File: src/rtl/core/impt_pkg.sv
`timescale 1ns / 1ps
// Shared types and constants for the indexed max-priority table.
// No dependencies; every other file in rtl/core except impt_ram refers to this package.
package impt_pkg;

  // Fixed field widths of the command and result channels
  localparam int CMD_W  = 3;
  localparam int ID_W   = 6;
  localparam int PAY_W  = 32;
  localparam int PRIO_W = 16;
  localparam int STAT_W = 2;

  typedef logic [CMD_W-1:0]  impt_cmd_code_t;
  typedef logic [STAT_W-1:0] impt_status_t;

  localparam impt_cmd_code_t CMD_ADD      = 3'd0;
  localparam impt_cmd_code_t CMD_PROMOTE  = 3'd1;
  localparam impt_cmd_code_t CMD_GET_MAX  = 3'd2;
  localparam impt_cmd_code_t CMD_POP_MAX  = 3'd3;
  localparam impt_cmd_code_t CMD_IS_VALID = 3'd4;
  localparam impt_cmd_code_t CMD_GET      = 3'd5;

  localparam impt_status_t ST_OK    = 2'd0;
  localparam impt_status_t ST_FULL  = 2'd1;
  localparam impt_status_t ST_EMPTY = 2'd2;
  localparam impt_status_t ST_DEAD  = 2'd3;

  // Read address source for both memories
  typedef enum logic [1:0] {
    RD_SCAN,
    RD_ID,
    RD_BEST
  } impt_rd_sel_t;

  // Which result gets captured into the result register
  typedef enum logic [2:0] {
    RES_ZERO,
    RES_FULL,
    RES_ADD,
    RES_DEAD,
    RES_LOOK,
    RES_EMPTY,
    RES_MAX
  } impt_res_sel_t;

  // Controller -> datapath commands
  typedef struct packed {
    logic          load;
    logic          add_wr;
    logic          promote_wr;
    logic          pop_wr;
    logic          scan_step;
    impt_rd_sel_t  rd_sel;
    logic          res_load;
    impt_res_sel_t res_sel;
    logic          out_load;
  } impt_ctrl_t;

  // Datapath -> controller status
  typedef struct packed {
    impt_cmd_code_t cmd;
    logic           full;
    logic           in_range;
    logic           live;
    logic           scan_done;
    logic           found;
  } impt_stat_t;

endpackage

File: src/rtl/core/impt_if.sv
`timescale 1ns / 1ps
// Valid/ready channel interfaces for commands and results.
// Depends on impt_pkg for the field widths.
interface impt_in_if;
  logic                       valid;
  logic                       ready;
  logic [impt_pkg::CMD_W-1:0] cmd;
  logic [impt_pkg::ID_W-1:0]  entry_id;
  logic [impt_pkg::PAY_W-1:0] payload_in;

  modport source (output valid, cmd, entry_id, payload_in, input ready);
  modport sink   (input valid, cmd, entry_id, payload_in, output ready);
endinterface

interface impt_out_if;
  logic                        valid;
  logic                        ready;
  logic [impt_pkg::ID_W-1:0]   result_id;
  logic [impt_pkg::PAY_W-1:0]  payload_out;
  logic [impt_pkg::PRIO_W-1:0] priority_out;
  logic                        is_live;
  logic [impt_pkg::STAT_W-1:0] status;

  modport source (output valid, result_id, payload_out, priority_out, is_live, status,
                  input ready);
  modport sink   (input valid, result_id, payload_out, priority_out, is_live, status,
                  output ready);
endinterface

File: src/rtl/core/impt_ram.sv
`timescale 1ns / 1ps
// Generic single-write, single-read RAM with registered read data.
// No dependencies.
module impt_ram #(
  parameter int WIDTH = 32,
  parameter int DEPTH = 64,
  localparam int AW = $clog2(DEPTH)
) (
  input  logic             clk,
  input  logic             wr_en,
  input  logic [AW-1:0]    wr_addr,
  input  logic [WIDTH-1:0] wr_data,
  input  logic [AW-1:0]    rd_addr,
  output logic [WIDTH-1:0] rd_data
);

  logic [WIDTH-1:0] mem [DEPTH];
  logic [WIDTH-1:0] rd_data_r;

  always_ff @(posedge clk) begin
    if (wr_en) begin
      mem[wr_addr] <= wr_data;
    end
    rd_data_r <= mem[rd_addr];
  end

  assign rd_data = rd_data_r;

endmodule

File: src/rtl/core/impt_ctrl.sv
`timescale 1ns / 1ps
// Command sequencer for the max-priority table: handshakes and step control.
// Depends on impt_pkg; drives impt_dp through impt_ctrl_t.
module impt_ctrl (
  input  logic                     clk,
  input  logic                     rst_n,
  input  logic                     in_valid,
  input  impt_pkg::impt_cmd_code_t in_cmd,
  input  logic                     out_ready,
  input  impt_pkg::impt_stat_t     stat,
  output logic                     in_ready,
  output logic                     out_valid,
  output impt_pkg::impt_ctrl_t     ctrl
);

  localparam logic [2:0] S_IDLE   = 3'd0;
  localparam logic [2:0] S_ADD    = 3'd1;
  localparam logic [2:0] S_LOOK   = 3'd2;
  localparam logic [2:0] S_CHECK  = 3'd3;
  localparam logic [2:0] S_SCAN   = 3'd4;
  localparam logic [2:0] S_MAXRD  = 3'd5;
  localparam logic [2:0] S_MAXOUT = 3'd6;
  localparam logic [2:0] S_EMIT   = 3'd7;

  logic [2:0] state_r, state_nxt;
  logic       out_valid_r, out_valid_nxt;

  always_comb begin
    ctrl          = '0;
    ctrl.rd_sel   = impt_pkg::RD_SCAN;
    ctrl.res_sel  = impt_pkg::RES_ZERO;
    state_nxt     = state_r;
    out_valid_nxt = out_valid_r && !out_ready;
    in_ready      = (state_r == S_IDLE);

    unique case (state_r)
      S_IDLE: begin
        if (in_valid) begin
          ctrl.load = 1'b1;
          unique case (in_cmd) inside
            impt_pkg::CMD_ADD: state_nxt = S_ADD;
            impt_pkg::CMD_PROMOTE, impt_pkg::CMD_IS_VALID, impt_pkg::CMD_GET:
              state_nxt = S_LOOK;
            impt_pkg::CMD_GET_MAX, impt_pkg::CMD_POP_MAX: state_nxt = S_SCAN;
            default: begin
              ctrl.res_load = 1'b1;
              ctrl.res_sel  = impt_pkg::RES_ZERO;
              state_nxt     = S_EMIT;
            end
          endcase
        end
      end
      S_ADD: begin
        ctrl.res_load = 1'b1;
        if (stat.full) begin
          ctrl.res_sel = impt_pkg::RES_FULL;
        end else begin
          ctrl.add_wr  = 1'b1;
          ctrl.res_sel = impt_pkg::RES_ADD;
        end
        state_nxt = S_EMIT;
      end
      S_LOOK: begin
        ctrl.rd_sel = impt_pkg::RD_ID;
        if (!stat.in_range) begin
          ctrl.res_load = 1'b1;
          ctrl.res_sel  = impt_pkg::RES_DEAD;
          state_nxt     = S_EMIT;
        end else begin
          state_nxt = S_CHECK;
        end
      end
      S_CHECK: begin
        ctrl.res_load = 1'b1;
        if (!stat.live) begin
          ctrl.res_sel = impt_pkg::RES_DEAD;
        end else begin
          ctrl.res_sel    = impt_pkg::RES_LOOK;
          ctrl.promote_wr = (stat.cmd == impt_pkg::CMD_PROMOTE);
        end
        state_nxt = S_EMIT;
      end
      S_SCAN: begin
        ctrl.rd_sel    = impt_pkg::RD_SCAN;
        ctrl.scan_step = 1'b1;
        if (stat.scan_done) begin
          state_nxt = S_MAXRD;
        end
      end
      S_MAXRD: begin
        ctrl.rd_sel = impt_pkg::RD_BEST;
        if (!stat.found) begin
          ctrl.res_load = 1'b1;
          ctrl.res_sel  = impt_pkg::RES_EMPTY;
          state_nxt     = S_EMIT;
        end else begin
          state_nxt = S_MAXOUT;
        end
      end
      S_MAXOUT: begin
        ctrl.res_load = 1'b1;
        ctrl.res_sel  = impt_pkg::RES_MAX;
        ctrl.pop_wr   = (stat.cmd == impt_pkg::CMD_POP_MAX);
        state_nxt     = S_EMIT;
      end
      S_EMIT: begin
        // wait for the output register to free up
        if (!out_valid_r || out_ready) begin
          ctrl.out_load = 1'b1;
          out_valid_nxt = 1'b1;
          state_nxt     = S_IDLE;
        end
      end
      default: state_nxt = S_IDLE;
    endcase
  end

  always_ff @(posedge clk) begin
    if (!rst_n) begin
      state_r     <= S_IDLE;
      out_valid_r <= 1'b0;
    end else begin
      state_r     <= state_nxt;
      out_valid_r <= out_valid_nxt;
    end
  end

  assign out_valid = out_valid_r;

endmodule

File: src/rtl/core/impt_dp.sv
`timescale 1ns / 1ps
// Datapath: payload and priority memories, fill count, max scan, result regs.
// Depends on impt_pkg and impt_ram; steered by impt_ctrl.
module impt_dp #(
  parameter int MAX_ENTRIES    = 64,
  parameter int PAYLOAD_WIDTH  = 32,
  parameter int PRIORITY_WIDTH = 16
) (
  input  logic                            clk,
  input  logic                            rst_n,
  input  impt_pkg::impt_ctrl_t            ctrl,
  input  impt_pkg::impt_cmd_code_t        in_cmd,
  input  logic [impt_pkg::ID_W-1:0]       in_entry_id,
  input  logic [impt_pkg::PAY_W-1:0]      in_payload,
  output impt_pkg::impt_stat_t            stat,
  output logic [impt_pkg::ID_W-1:0]       out_result_id,
  output logic [impt_pkg::PAY_W-1:0]      out_payload,
  output logic [impt_pkg::PRIO_W-1:0]     out_priority,
  output logic                            out_is_live,
  output impt_pkg::impt_status_t          out_status
);

  localparam int IDW = $clog2(MAX_ENTRIES);
  localparam int CW  = $clog2(MAX_ENTRIES + 1);
  localparam int MW  = PRIORITY_WIDTH + 1;     // {live, priority}
  localparam int OIW = impt_pkg::ID_W;
  localparam int OPW = impt_pkg::PAY_W;
  localparam int OQW = impt_pkg::PRIO_W;

  // latched command
  impt_pkg::impt_cmd_code_t cmd_r;
  logic [OIW-1:0]           id_r;
  logic [PAYLOAD_WIDTH-1:0] pay_r;

  // fill count doubles as the "ever written" boundary
  logic [CW-1:0]             count_r;

  // scan state
  logic [CW-1:0]             sc_r;
  logic                      cmp_v_r;
  logic [IDW-1:0]            cmp_id_r;
  logic                      found_r;
  logic [IDW-1:0]            best_id_r;
  logic [PRIORITY_WIDTH-1:0] best_prio_r;

  // memory ports
  logic [IDW-1:0]           rd_addr;
  logic [IDW-1:0]           meta_wr_addr;
  logic [MW-1:0]            meta_wr_data;
  logic                     meta_wr_en;
  logic [MW-1:0]            meta_rd;
  logic [PAYLOAD_WIDTH-1:0] pay_rd;

  logic                      meta_live;
  logic [PRIORITY_WIDTH-1:0] meta_prio;
  logic [PRIORITY_WIDTH-1:0] prio_inc;
  logic [IDW-1:0]            id_addr;
  logic [IDW-1:0]            count_addr;

  // result staging and output registers
  logic [OIW-1:0]         res_id_r, res_id_nxt;
  logic [OPW-1:0]         res_pay_r, res_pay_nxt;
  logic [OQW-1:0]         res_prio_r, res_prio_nxt;
  logic                   res_live_r, res_live_nxt;
  impt_pkg::impt_status_t res_st_r, res_st_nxt;

  logic [OIW-1:0]         out_id_r;
  logic [OPW-1:0]         out_pay_r;
  logic [OQW-1:0]         out_prio_r;
  logic                   out_live_r;
  impt_pkg::impt_status_t out_st_r;

  assign meta_live  = meta_rd[PRIORITY_WIDTH];
  assign meta_prio  = meta_rd[PRIORITY_WIDTH-1:0];
  assign prio_inc   = (meta_prio == '1) ? meta_prio : meta_prio + PRIORITY_WIDTH'(1);
  assign id_addr    = IDW'(id_r);
  assign count_addr = count_r[IDW-1:0];

  always_comb begin
    case (ctrl.rd_sel)
      impt_pkg::RD_SCAN: rd_addr = sc_r[IDW-1:0];
      impt_pkg::RD_ID:   rd_addr = id_addr;
      impt_pkg::RD_BEST: rd_addr = best_id_r;
      default:           rd_addr = sc_r[IDW-1:0];
    endcase
  end

  always_comb begin
    meta_wr_en   = ctrl.add_wr || ctrl.promote_wr || ctrl.pop_wr;
    meta_wr_addr = count_addr;
    meta_wr_data = {1'b1, {PRIORITY_WIDTH{1'b0}}};
    if (ctrl.promote_wr) begin
      meta_wr_addr = id_addr;
      meta_wr_data = {1'b1, prio_inc};
    end else if (ctrl.pop_wr) begin
      meta_wr_addr = best_id_r;
      meta_wr_data = {1'b0, best_prio_r};
    end
  end

  impt_ram #(
    .WIDTH (PAYLOAD_WIDTH),
    .DEPTH (MAX_ENTRIES)
  ) u_pay_ram (
    .clk     (clk),
    .wr_en   (ctrl.add_wr),
    .wr_addr (count_addr),
    .wr_data (pay_r),
    .rd_addr (rd_addr),
    .rd_data (pay_rd)
  );

  impt_ram #(
    .WIDTH (MW),
    .DEPTH (MAX_ENTRIES)
  ) u_meta_ram (
    .clk     (clk),
    .wr_en   (meta_wr_en),
    .wr_addr (meta_wr_addr),
    .wr_data (meta_wr_data),
    .rd_addr (rd_addr),
    .rd_data (meta_rd)
  );

  // control state
  always_ff @(posedge clk) begin
    if (!rst_n) begin
      count_r <= '0;
      sc_r    <= '0;
      cmp_v_r <= 1'b0;
      found_r <= 1'b0;
    end else begin
      if (ctrl.add_wr) begin
        count_r <= count_r + CW'(1);
      end
      if (ctrl.load) begin
        sc_r    <= '0;
        cmp_v_r <= 1'b0;
        found_r <= 1'b0;
      end else if (ctrl.scan_step) begin
        if (sc_r != count_r) begin
          sc_r    <= sc_r + CW'(1);
          cmp_v_r <= 1'b1;
        end else begin
          cmp_v_r <= 1'b0;
        end
        // >= while walking upward gives ties to the larger id
        if (cmp_v_r && meta_live && (!found_r || meta_prio >= best_prio_r)) begin
          found_r <= 1'b1;
        end
      end
    end
  end

  // payload registers
  always_ff @(posedge clk) begin
    if (ctrl.load) begin
      cmd_r <= in_cmd;
      id_r  <= in_entry_id;
      pay_r <= PAYLOAD_WIDTH'(in_payload);
    end
    if (ctrl.scan_step) begin
      cmp_id_r <= sc_r[IDW-1:0];
      if (cmp_v_r && meta_live && (!found_r || meta_prio >= best_prio_r)) begin
        best_id_r   <= cmp_id_r;
        best_prio_r <= meta_prio;
      end
    end
    if (ctrl.res_load) begin
      res_id_r   <= res_id_nxt;
      res_pay_r  <= res_pay_nxt;
      res_prio_r <= res_prio_nxt;
      res_live_r <= res_live_nxt;
      res_st_r   <= res_st_nxt;
    end
    if (ctrl.out_load) begin
      out_id_r   <= res_id_r;
      out_pay_r  <= res_pay_r;
      out_prio_r <= res_prio_r;
      out_live_r <= res_live_r;
      out_st_r   <= res_st_r;
    end
  end

  always_comb begin
    res_id_nxt   = '0;
    res_pay_nxt  = '0;
    res_prio_nxt = '0;
    res_live_nxt = 1'b0;
    res_st_nxt   = impt_pkg::ST_OK;
    unique case (ctrl.res_sel)
      impt_pkg::RES_ZERO: ;
      impt_pkg::RES_FULL:  res_st_nxt = impt_pkg::ST_FULL;
      impt_pkg::RES_EMPTY: res_st_nxt = impt_pkg::ST_EMPTY;
      impt_pkg::RES_ADD: begin
        res_id_nxt   = OIW'(count_r);
        res_pay_nxt  = OPW'(pay_r);
        res_live_nxt = 1'b1;
      end
      impt_pkg::RES_DEAD: begin
        res_id_nxt = id_r;
        res_st_nxt = impt_pkg::ST_DEAD;
      end
      impt_pkg::RES_LOOK: begin
        res_id_nxt   = id_r;
        res_pay_nxt  = OPW'(pay_rd);
        res_prio_nxt = (cmd_r == impt_pkg::CMD_PROMOTE) ? OQW'(prio_inc) : OQW'(meta_prio);
        res_live_nxt = 1'b1;
      end
      impt_pkg::RES_MAX: begin
        res_id_nxt   = OIW'(best_id_r);
        res_pay_nxt  = OPW'(pay_rd);
        res_prio_nxt = OQW'(best_prio_r);
        res_live_nxt = (cmd_r != impt_pkg::CMD_POP_MAX);
      end
      default: ;
    endcase
  end

  assign stat.cmd       = cmd_r;
  assign stat.full      = (count_r == CW'(MAX_ENTRIES));
  assign stat.in_range  = (32'(id_r) < 32'(count_r));
  assign stat.live      = meta_live;
  assign stat.scan_done = (sc_r == count_r) && !cmp_v_r;
  assign stat.found     = found_r;

  assign out_result_id = out_id_r;
  assign out_payload   = out_pay_r;
  assign out_priority  = out_prio_r;
  assign out_is_live   = out_live_r;
  assign out_status    = out_st_r;

endmodule

File: src/rtl/core/indexed_max_priority_table.sv
`timescale 1ns / 1ps
// Indexed max-priority table: add, promote, get/pop max, is-valid and get by id.
// One command in flight at a time; one result per command. Get-max and pop-max
// scan all ids handed out so far: a single comparator walks the priority memory
// one entry per cycle through its one read port. A finished result sits in an
// output register; the next command can only start once that result has moved
// into it. No clearing pass after reset: the fill count marks written entries.
// Depends on impt_pkg, impt_if, impt_ram, impt_ctrl and impt_dp.
module indexed_max_priority_table #(
  parameter int MAX_ENTRIES    = 64,
  parameter int PAYLOAD_WIDTH  = 32,
  parameter int PRIORITY_WIDTH = 16
) (
  input  logic       clk,
  input  logic       rst_n,
  impt_in_if.sink    in_ch,
  impt_out_if.source out_ch
);

  impt_pkg::impt_ctrl_t ctrl;
  impt_pkg::impt_stat_t stat;
  logic                 in_ready;
  logic                 out_valid;

  impt_ctrl u_ctrl (
    .clk       (clk),
    .rst_n     (rst_n),
    .in_valid  (in_ch.valid),
    .in_cmd    (in_ch.cmd),
    .out_ready (out_ch.ready),
    .stat      (stat),
    .in_ready  (in_ready),
    .out_valid (out_valid),
    .ctrl      (ctrl)
  );

  impt_dp #(
    .MAX_ENTRIES    (MAX_ENTRIES),
    .PAYLOAD_WIDTH  (PAYLOAD_WIDTH),
    .PRIORITY_WIDTH (PRIORITY_WIDTH)
  ) u_dp (
    .clk           (clk),
    .rst_n         (rst_n),
    .ctrl          (ctrl),
    .in_cmd        (in_ch.cmd),
    .in_entry_id   (in_ch.entry_id),
    .in_payload    (in_ch.payload_in),
    .stat          (stat),
    .out_result_id (out_ch.result_id),
    .out_payload   (out_ch.payload_out),
    .out_priority  (out_ch.priority_out),
    .out_is_live   (out_ch.is_live),
    .out_status    (out_ch.status)
  );

  assign in_ch.ready  = in_ready;
  assign out_ch.valid = out_valid;

  // one command at a time
  a_one_in_flight: assert property (@(posedge clk) disable iff (!rst_n)
    (in_ch.valid && in_ch.ready) |=> !in_ch.ready)
    else $error("command accepted while another was in flight");

  // ids are never reused, so a full table stays full
  a_full_sticks: assert property (@(posedge clk) disable iff (!rst_n)
    stat.full |=> stat.full)
    else $error("fill count went back down");

  a_full_status: assert property (@(posedge clk) disable iff (!rst_n)
    (out_ch.valid && out_ch.status == impt_pkg::ST_FULL) |-> stat.full)
    else $error("table-full status reported while table not full");

endmodule

File: src/flat_wrapper.sv
// flat-port wrapper written by rule: the top's interface ports become plain ports
module indexed_max_priority_table_flat 
#(
  parameter int MAX_ENTRIES    = 64,
  parameter int PAYLOAD_WIDTH  = 32,
  parameter int PRIORITY_WIDTH = 16
)
  (clk, rst_n, in_ch_valid, in_ch_cmd, in_ch_entry_id, in_ch_payload_in, in_ch_ready, out_ch_valid, out_ch_result_id, out_ch_payload_out, out_ch_priority_out, out_ch_is_live, out_ch_status, out_ch_ready);
  impt_in_if in_ch_i ();
  impt_out_if out_ch_i ();
  input  logic clk;
  input  logic rst_n;
  input wire logic [$bits(in_ch_i.valid)-1:0] in_ch_valid;
  input wire logic [$bits(in_ch_i.cmd)-1:0] in_ch_cmd;
  input wire logic [$bits(in_ch_i.entry_id)-1:0] in_ch_entry_id;
  input wire logic [$bits(in_ch_i.payload_in)-1:0] in_ch_payload_in;
  output wire logic [$bits(in_ch_i.ready)-1:0] in_ch_ready;
  output wire logic [$bits(out_ch_i.valid)-1:0] out_ch_valid;
  output wire logic [$bits(out_ch_i.result_id)-1:0] out_ch_result_id;
  output wire logic [$bits(out_ch_i.payload_out)-1:0] out_ch_payload_out;
  output wire logic [$bits(out_ch_i.priority_out)-1:0] out_ch_priority_out;
  output wire logic [$bits(out_ch_i.is_live)-1:0] out_ch_is_live;
  output wire logic [$bits(out_ch_i.status)-1:0] out_ch_status;
  input wire logic [$bits(out_ch_i.ready)-1:0] out_ch_ready;
  assign in_ch_i.valid = in_ch_valid;
  assign in_ch_i.cmd = in_ch_cmd;
  assign in_ch_i.entry_id = in_ch_entry_id;
  assign in_ch_i.payload_in = in_ch_payload_in;
  assign in_ch_ready = in_ch_i.ready;
  assign out_ch_valid = out_ch_i.valid;
  assign out_ch_result_id = out_ch_i.result_id;
  assign out_ch_payload_out = out_ch_i.payload_out;
  assign out_ch_priority_out = out_ch_i.priority_out;
  assign out_ch_is_live = out_ch_i.is_live;
  assign out_ch_status = out_ch_i.status;
  assign out_ch_i.ready = out_ch_ready;
  indexed_max_priority_table #(.MAX_ENTRIES(MAX_ENTRIES), .PAYLOAD_WIDTH(PAYLOAD_WIDTH), .PRIORITY_WIDTH(PRIORITY_WIDTH)) u_core (.clk(clk), .rst_n(rst_n), .in_ch(in_ch_i), .out_ch(out_ch_i));
endmodule
File: config.mk
export PLATFORM = sky130hd
export DESIGN_NAME = indexed_max_priority_table_flat
export DESIGN_NICKNAME = d
export VERILOG_FILES = /design/src/rtl/core/impt_pkg.sv /design/src/rtl/core/impt_if.sv /design/src/rtl/core/impt_ram.sv /design/src/rtl/core/impt_ctrl.sv /design/src/rtl/core/impt_dp.sv /design/src/rtl/core/indexed_max_priority_table.sv /design/src/flat_wrapper.sv
export SDC_FILE = /design/constraint.sdc
export NUM_CORES = 2
export LEC_CHECK = 0
export BUFFER_PORTS_ARGS = -buffer_cell sky130_fd_sc_hd__buf_2
export CORE_MARGIN = 2
export CORE_UTILIZATION = 35
export CTS_CLUSTER_DIAMETER = 200
export DETAILED_ROUTE_END_ITERATION = 8
export PLACE_DENSITY = 0.48
export SETUP_SLACK_MARGIN = 0.05
export SLEW_MARGIN = 20
export SYNTH_ARGS = -nofsm -noshare
export SYNTH_HDL_FRONTEND = slang
export SYNTH_HIERARCHICAL = 1
export SYNTH_SLANG_ARGS = --single-unit
File: constraint.sdc
create_clock -name clk -period 6.7 [get_ports clk]
set_clock_uncertainty 0.05 [all_clocks]
set_input_delay 1.34 -clock clk [delete_from_list [all_inputs] [get_ports clk]]
set_output_delay 1.34 -clock clk [all_outputs]
set_load 0.02 [all_outputs]
**Word-level counts from Yosys, hierarchy flattened**

Memories as Yosys holds them, arrays and structs flattened. A register that Yosys moved wholly into a read port is not among the register bits.
Index checks and enable logic that the tools add are counted.

- Memories kept: 2
- Bits of input ports: 45
- Register bits after elaboration: 203
- RAM bits: 3136

Memories:

| memory | words | width | rd ports | clocked after memory_dff | write ports | RTL line | source |
|---|---|---|---|---|---|---|---|
| u_core.u_dp.u_pay_ram.mem | 64 | 32 | 1 | 1 | 1 | impt_ram.sv:17 | `logic [WIDTH-1:0] mem [DEPTH];` |
| u_core.u_dp.u_meta_ram.mem | 64 | 17 | 1 | 1 | 1 | impt_ram.sv:17 |  |

- Add/subtract/negate cells: 3
- Muxes and demuxes: 44
- $lt $le $gt $ge: 2
- Bitwise gates (word level): 1
- Reduce and logical (&&, ||, !) cells: 25
- Equal/unequal tests: 30

Operators with widths:

| cell | number |
|---|---|
| 32-bit one-hot mux with 2 select lines | 1 |
| 17-bit 2-to-1 mux | 2 |
| 16-bit 2-to-1 mux | 2 |
| 16-bit one-hot mux with 2 select lines | 1 |
| 3-bit equality test, second input constant | 9 |
| 4-bit one-hot mux with 6 select lines | 1 |
| 3-bit by 2-bit equality test with 1-bit output, second input constant | 7 |
| 1-bit 2-to-1 mux | 18 |
| 3-bit one-hot mux with 6 select lines | 1 |
| 6-bit one-hot mux with 3 select lines | 1 |
| 16-bit by 1-bit adder with 16-bit output, second input constant | 1 |
| 16-bit equality test, second input constant | 1 |
| 16-bit greater-or-equal comparator | 1 |
| 4-bit 2-to-1 mux | 4 |
| 3-bit 2-to-1 mux | 5 |
| 7-bit by 1-bit adder with 7-bit output, second input constant | 2 |
| 3-bit by 1-bit equality test with 1-bit output, second input constant | 4 |
| 6-bit 2-to-1 mux | 2 |
| 6-bit one-hot mux with 2 select lines | 1 |
| 2-bit OR reduction | 5 |
| 3-bit one-hot mux with 3 select lines | 1 |
| 7-bit equality test | 1 |
| 7-bit equality test, second input constant | 1 |
| 6-bit by 7-bit < comparator with 1-bit output | 1 |
| 19 further kinds | 32 |

**Depth between registers and ports, before layout**

- Depth after elaboration: 8
- Depth in mapped cells: 17
- Depth with buffers taken out: 13

**Hierarchy**

The synthesis kept the hierarchy.

By module, submodules not included:

| module | area each (µm²) | times used | sequential area each (µm²) | cells each |
|---|---|---|---|---|
| impt_ram at u_core.u_dp.u_pay_ram | 78515.3 | 1 | 62139.6 | 3324 |
| impt_ram at u_core.u_dp.u_meta_ram | 42344.4 | 1 | 33011.7 | 1953 |
| impt_dp | 8754.6 | 1 | 5815.6 | 654 |
| impt_ctrl | 445.4 | 1 | 80.1 | 61 |

**Worst setup path after synthesis**

Ideal clock, no wire load.

- Path kind: register -> register
- Start: register u_core.u_dp.count_r[0]
- End: memory u_core.u_dp.u_pay_ram.mem[48][0] (enable)
- Period minus slack after synthesis: 5.142 ns
- Setup slack: 1.558 ns
- Arrival: 4.632 ns
- Cell stages (with the launch flop): 10
- Setup time: 0.461 ns
- Buffers on the path: 1
- Required time: 6.189 ns
- Cells stage by stage: dfxtp_1 > clkbuf_1 > inv_1 > ha_1 > nor4b_1 > and3_1 > nor3_1 > nor2b_1 > nand4b_1 > nor3_1

RTL lines:

| item | RTL line | source |
|---|---|---|
| start: declaration | impt_dp.sv:36 | `logic [CW-1:0] count_r;` |
| start signal: assignment | impt_dp.sv:134 | `count_r <= count_r + CW'(1);` |
| end: declaration | impt_ram.sv:17 |  |

==> reports/metrics.cfg <==
[outcome]
status = finished clean

[sta]
fin_crit_sh_pct = 81.2
worstMarginPinSlew_ps = 1120
rsz0062_at_grt = no
hold_ws_ps = 329
fmax_ghz = 0.184
hold_viol = 0
maxSlewViolCount = 0
setup_violations = 0
setup-tns-final_ps = 0
maxSlewHeadroom_pct = 24.9
finalCriticalPeriod_ps = 5440
worst_slack_ps = 1260

[synthesis]
synth_top_area_share_pct = 76.6
synth-edff-count = 3319
synth_common_cells = edfxtp_1, mux4_2, nor2_1
ys_seq_elements = 3388
synth_top_area_cell = edfxtp_1
synth_cell_types = 77
yosysMostFrequentCell = edfxtp_1
synthTopCellsByArea = edfxtp_1, mux4_2, mux2i_1, dfxtp_1, nor2_1
yosysSeqAreaShare_pct = 77.7
ys_warn_count = 6
synthesis.area_mm2 = 0.130
synthCells = 5992
yosys_most_used_dff = edfxtp_1
synth.avg_cell_area_um2 = 21.7
async_reset_ff_share_pct = 0
synth_nets = 6064

[critical_path]
arrival_ps = 6240
cp_cell_sequence = inv_2 > nor3_1 > inv_1 > ha_1 > o21ai_4 > buf_4 > buf_12 > mux4_2 > mux2i_1 > a22oi_1 > o221ai_1 > a211oi_1
crit_path_end_kind = flip-flop
path_depth = 12
worst-path-buf-inv = 4
critPathRequiredTime_ps = 7500
crit_family = compound AO/OA/AOI/OAI gates
path_max_fanout = 46
critPathLaunchType = flip-flop
rr_worst_depth = 12
worst_path_largest_cell_delay_ps = 900
critical_path_class = flip-flop to flip-flop
crit_slowest_cell = o21ai_4

[drt]
drt_wl_total_um = 367000
dr.pass1.iters = 5
first_iter_violations = 6162
ant_nets = 0
wl_per_cell_um = 31.3
viasPerCell = 5.41
vias = 63400
drc = 0

[power_and_ir_drop]
total_leakage_power_nw = 44.7
power_density_mw_per_mm2 = 326
p_total_mw = 49.1
peakVddDrop_mv = 0.232

[grt]
grt-ovfl-total = 0
grt_usage_pct = 19.3
grt_antenna_before_repair = 20
grtUsageMet2_pct = 32.6
met1_usage_pct = 26.1
grt_max_degree = 97
grt_pass1_wl_um = 513000
grt.met3_usage_pct = 2.62
grt_pass1_vias = 65200
busiest_layer = met2

[placed_design]
hpwl_um = 214000
dp_cells = 11000
placed_area_mm2 = 0.139
dpl_worst_slack_ps = 1180
port_buffers = 103
gp_congestion = 0.798

[final_layout]
syn_to_final_growth_pct = 15.9
drive_gt1_share_pct = 27.8
final_net_count = 6532
register_area_mm2 = 0.101
utilization_pct = 40.8
fin_cells = 11700
fin_area_mm2 = 0.151
multi_input_area_mm2 = 0.0280
nFillCells = 32600

[clock_tree]
worstSkewPairLatency_ps = 950
cts_buffer_depth = 4
cts.sinks = 3388
cts_root_buf = clkbuf_16
cts_resized = 0
cts_setup_buffers = 0
cts_buffers = 370
cts-hold-fix-buffers = 0
cts_tree = done
htreeDepth = 5
path_clk_slew_ps = 60

[min_path]
holdPathStages = 0
hold_class = flip-flop to flip-flop

[floorplan]
die_w_um = 614
io_pins = 104
start_util_pct = 35.2
die-area_mm2 = 0.376
die_y_um = 614
coreArea_mm2 = 0.369
rows = 223

[flow_run]
maxCapViolations = 0

==> logic make-up after synthesis <==
| family | count (synthesis) | share of synthesized area, % |
|---|---|---|
| AOI/OAI and AO/OA | 536 | 2.91 |
| adders and majority gates | 27 | 0.260 |
| muxes | 1012 | 15.1 |
| xor gates and xnor gates | 28 | 0.189 |
| and+or+nand+nor | 629 | 2.36 |
| DFF | 3388 | 77.7 |
| buffers and inverters | 372 | 1.47 |
==> state kept, by name (all words and copies together), names as in the netlist, 16 cells and up <==
register / count
u_core/u_dp/u_pay_ram/mem: 2048
u_core/u_dp/best_prio_r: 16
u_core/u_dp/res_prio_r: 16
u_core/u_dp/u_meta_ram/mem: 1088
u_core/u_dp/u_meta_ram/rd_data: 17
u_core/u_dp/u_pay_ram/rd_data: 32
u_core/u_dp/out_priority: 16
u_core/u_dp/pay_r: 32
u_core/u_dp/res_pay_r: 32
u_core/u_dp/out_payload: 32
==> path summary, 6_finish.rpt <==
check | startpoint | end | slack, ps
hold / removal | u_core/u_dp/res_id_r[4] | u_core/u_dp/out_result_id[4] | 330
setup / recovery | u_core/u_ctrl/state_r[1] | u_core/u_dp/u_meta_ram/rd_data[3] | 1260
hold reg to reg | u_core/u_dp/res_id_r[4] | u_core/u_dp/out_result_id[4] | 330
setup reg to reg | u_core/u_ctrl/state_r[1] | u_core/u_dp/u_meta_ram/rd_data[3] | 1260
==> routing by layer <==
metal	routed length, um	vias to the layer above
li1	-	26200
met1	155000	34900
met2	183000	1834
met3	17900	478
met4	10500	8
met5	51	-
==> cell usage in the layout, fill, tap and decap left out, types with 18 or more instances in the layout <==
master	Yosys	layout
clkinv_1	1	101
dfxtp_1	69	69
nor2_1	270	187
buf_2	100	103
nor3_1	31	25
nor2b_1	51	48
clkbuf_1	146	68
nor2_2	0	19
a21oi_1	105	104
a211oi_1	30	30
nor2_4	0	64
inv_1	33	32
nand3_1	40	40
o22ai_1	88	84
xnor2_1	18	18
mux2_2	20	20
buf_12	4	35
bufinv_16	0	32
mux2i_1	232	232
buf_4	45	291
a221oi_1	44	44
mux4_2	760	760
o221ai_1	39	39
clkinv_2	0	61
edfxtp_1	3319	3319
a22oi_1	87	87
clkbuf_16	0	379
ha_1	27	27
nand2_1	100	100
a22o_1	36	36
o21ai_0	44	28
and3_1	22	22
==> layout make-up <==
type	count	share of cell area [%]
flip-flops and latches	3388	67.0
multi-input cells	2232	18.6
clock buffers	462	6.60
well taps	4950	4.11
repair buffers	433	2.31
clock inverters	220	1.31
inverters	35	0.0871
diodes	8	0.0133
==> report_power, final <==
| group | leakage (nW) | internal, mW | switching [mW] |
|---|---|---|---|
| Sequential | 29.9 | 24.1 | 0.389 |
| Combinational | 8.96 | 1.61 | 2.95 |
| Clock | 5.85 | 11.7 | 8.35 |
| Total | 44.7 | 37.4 | 11.7 |
(Power assumes the default switching activity.)
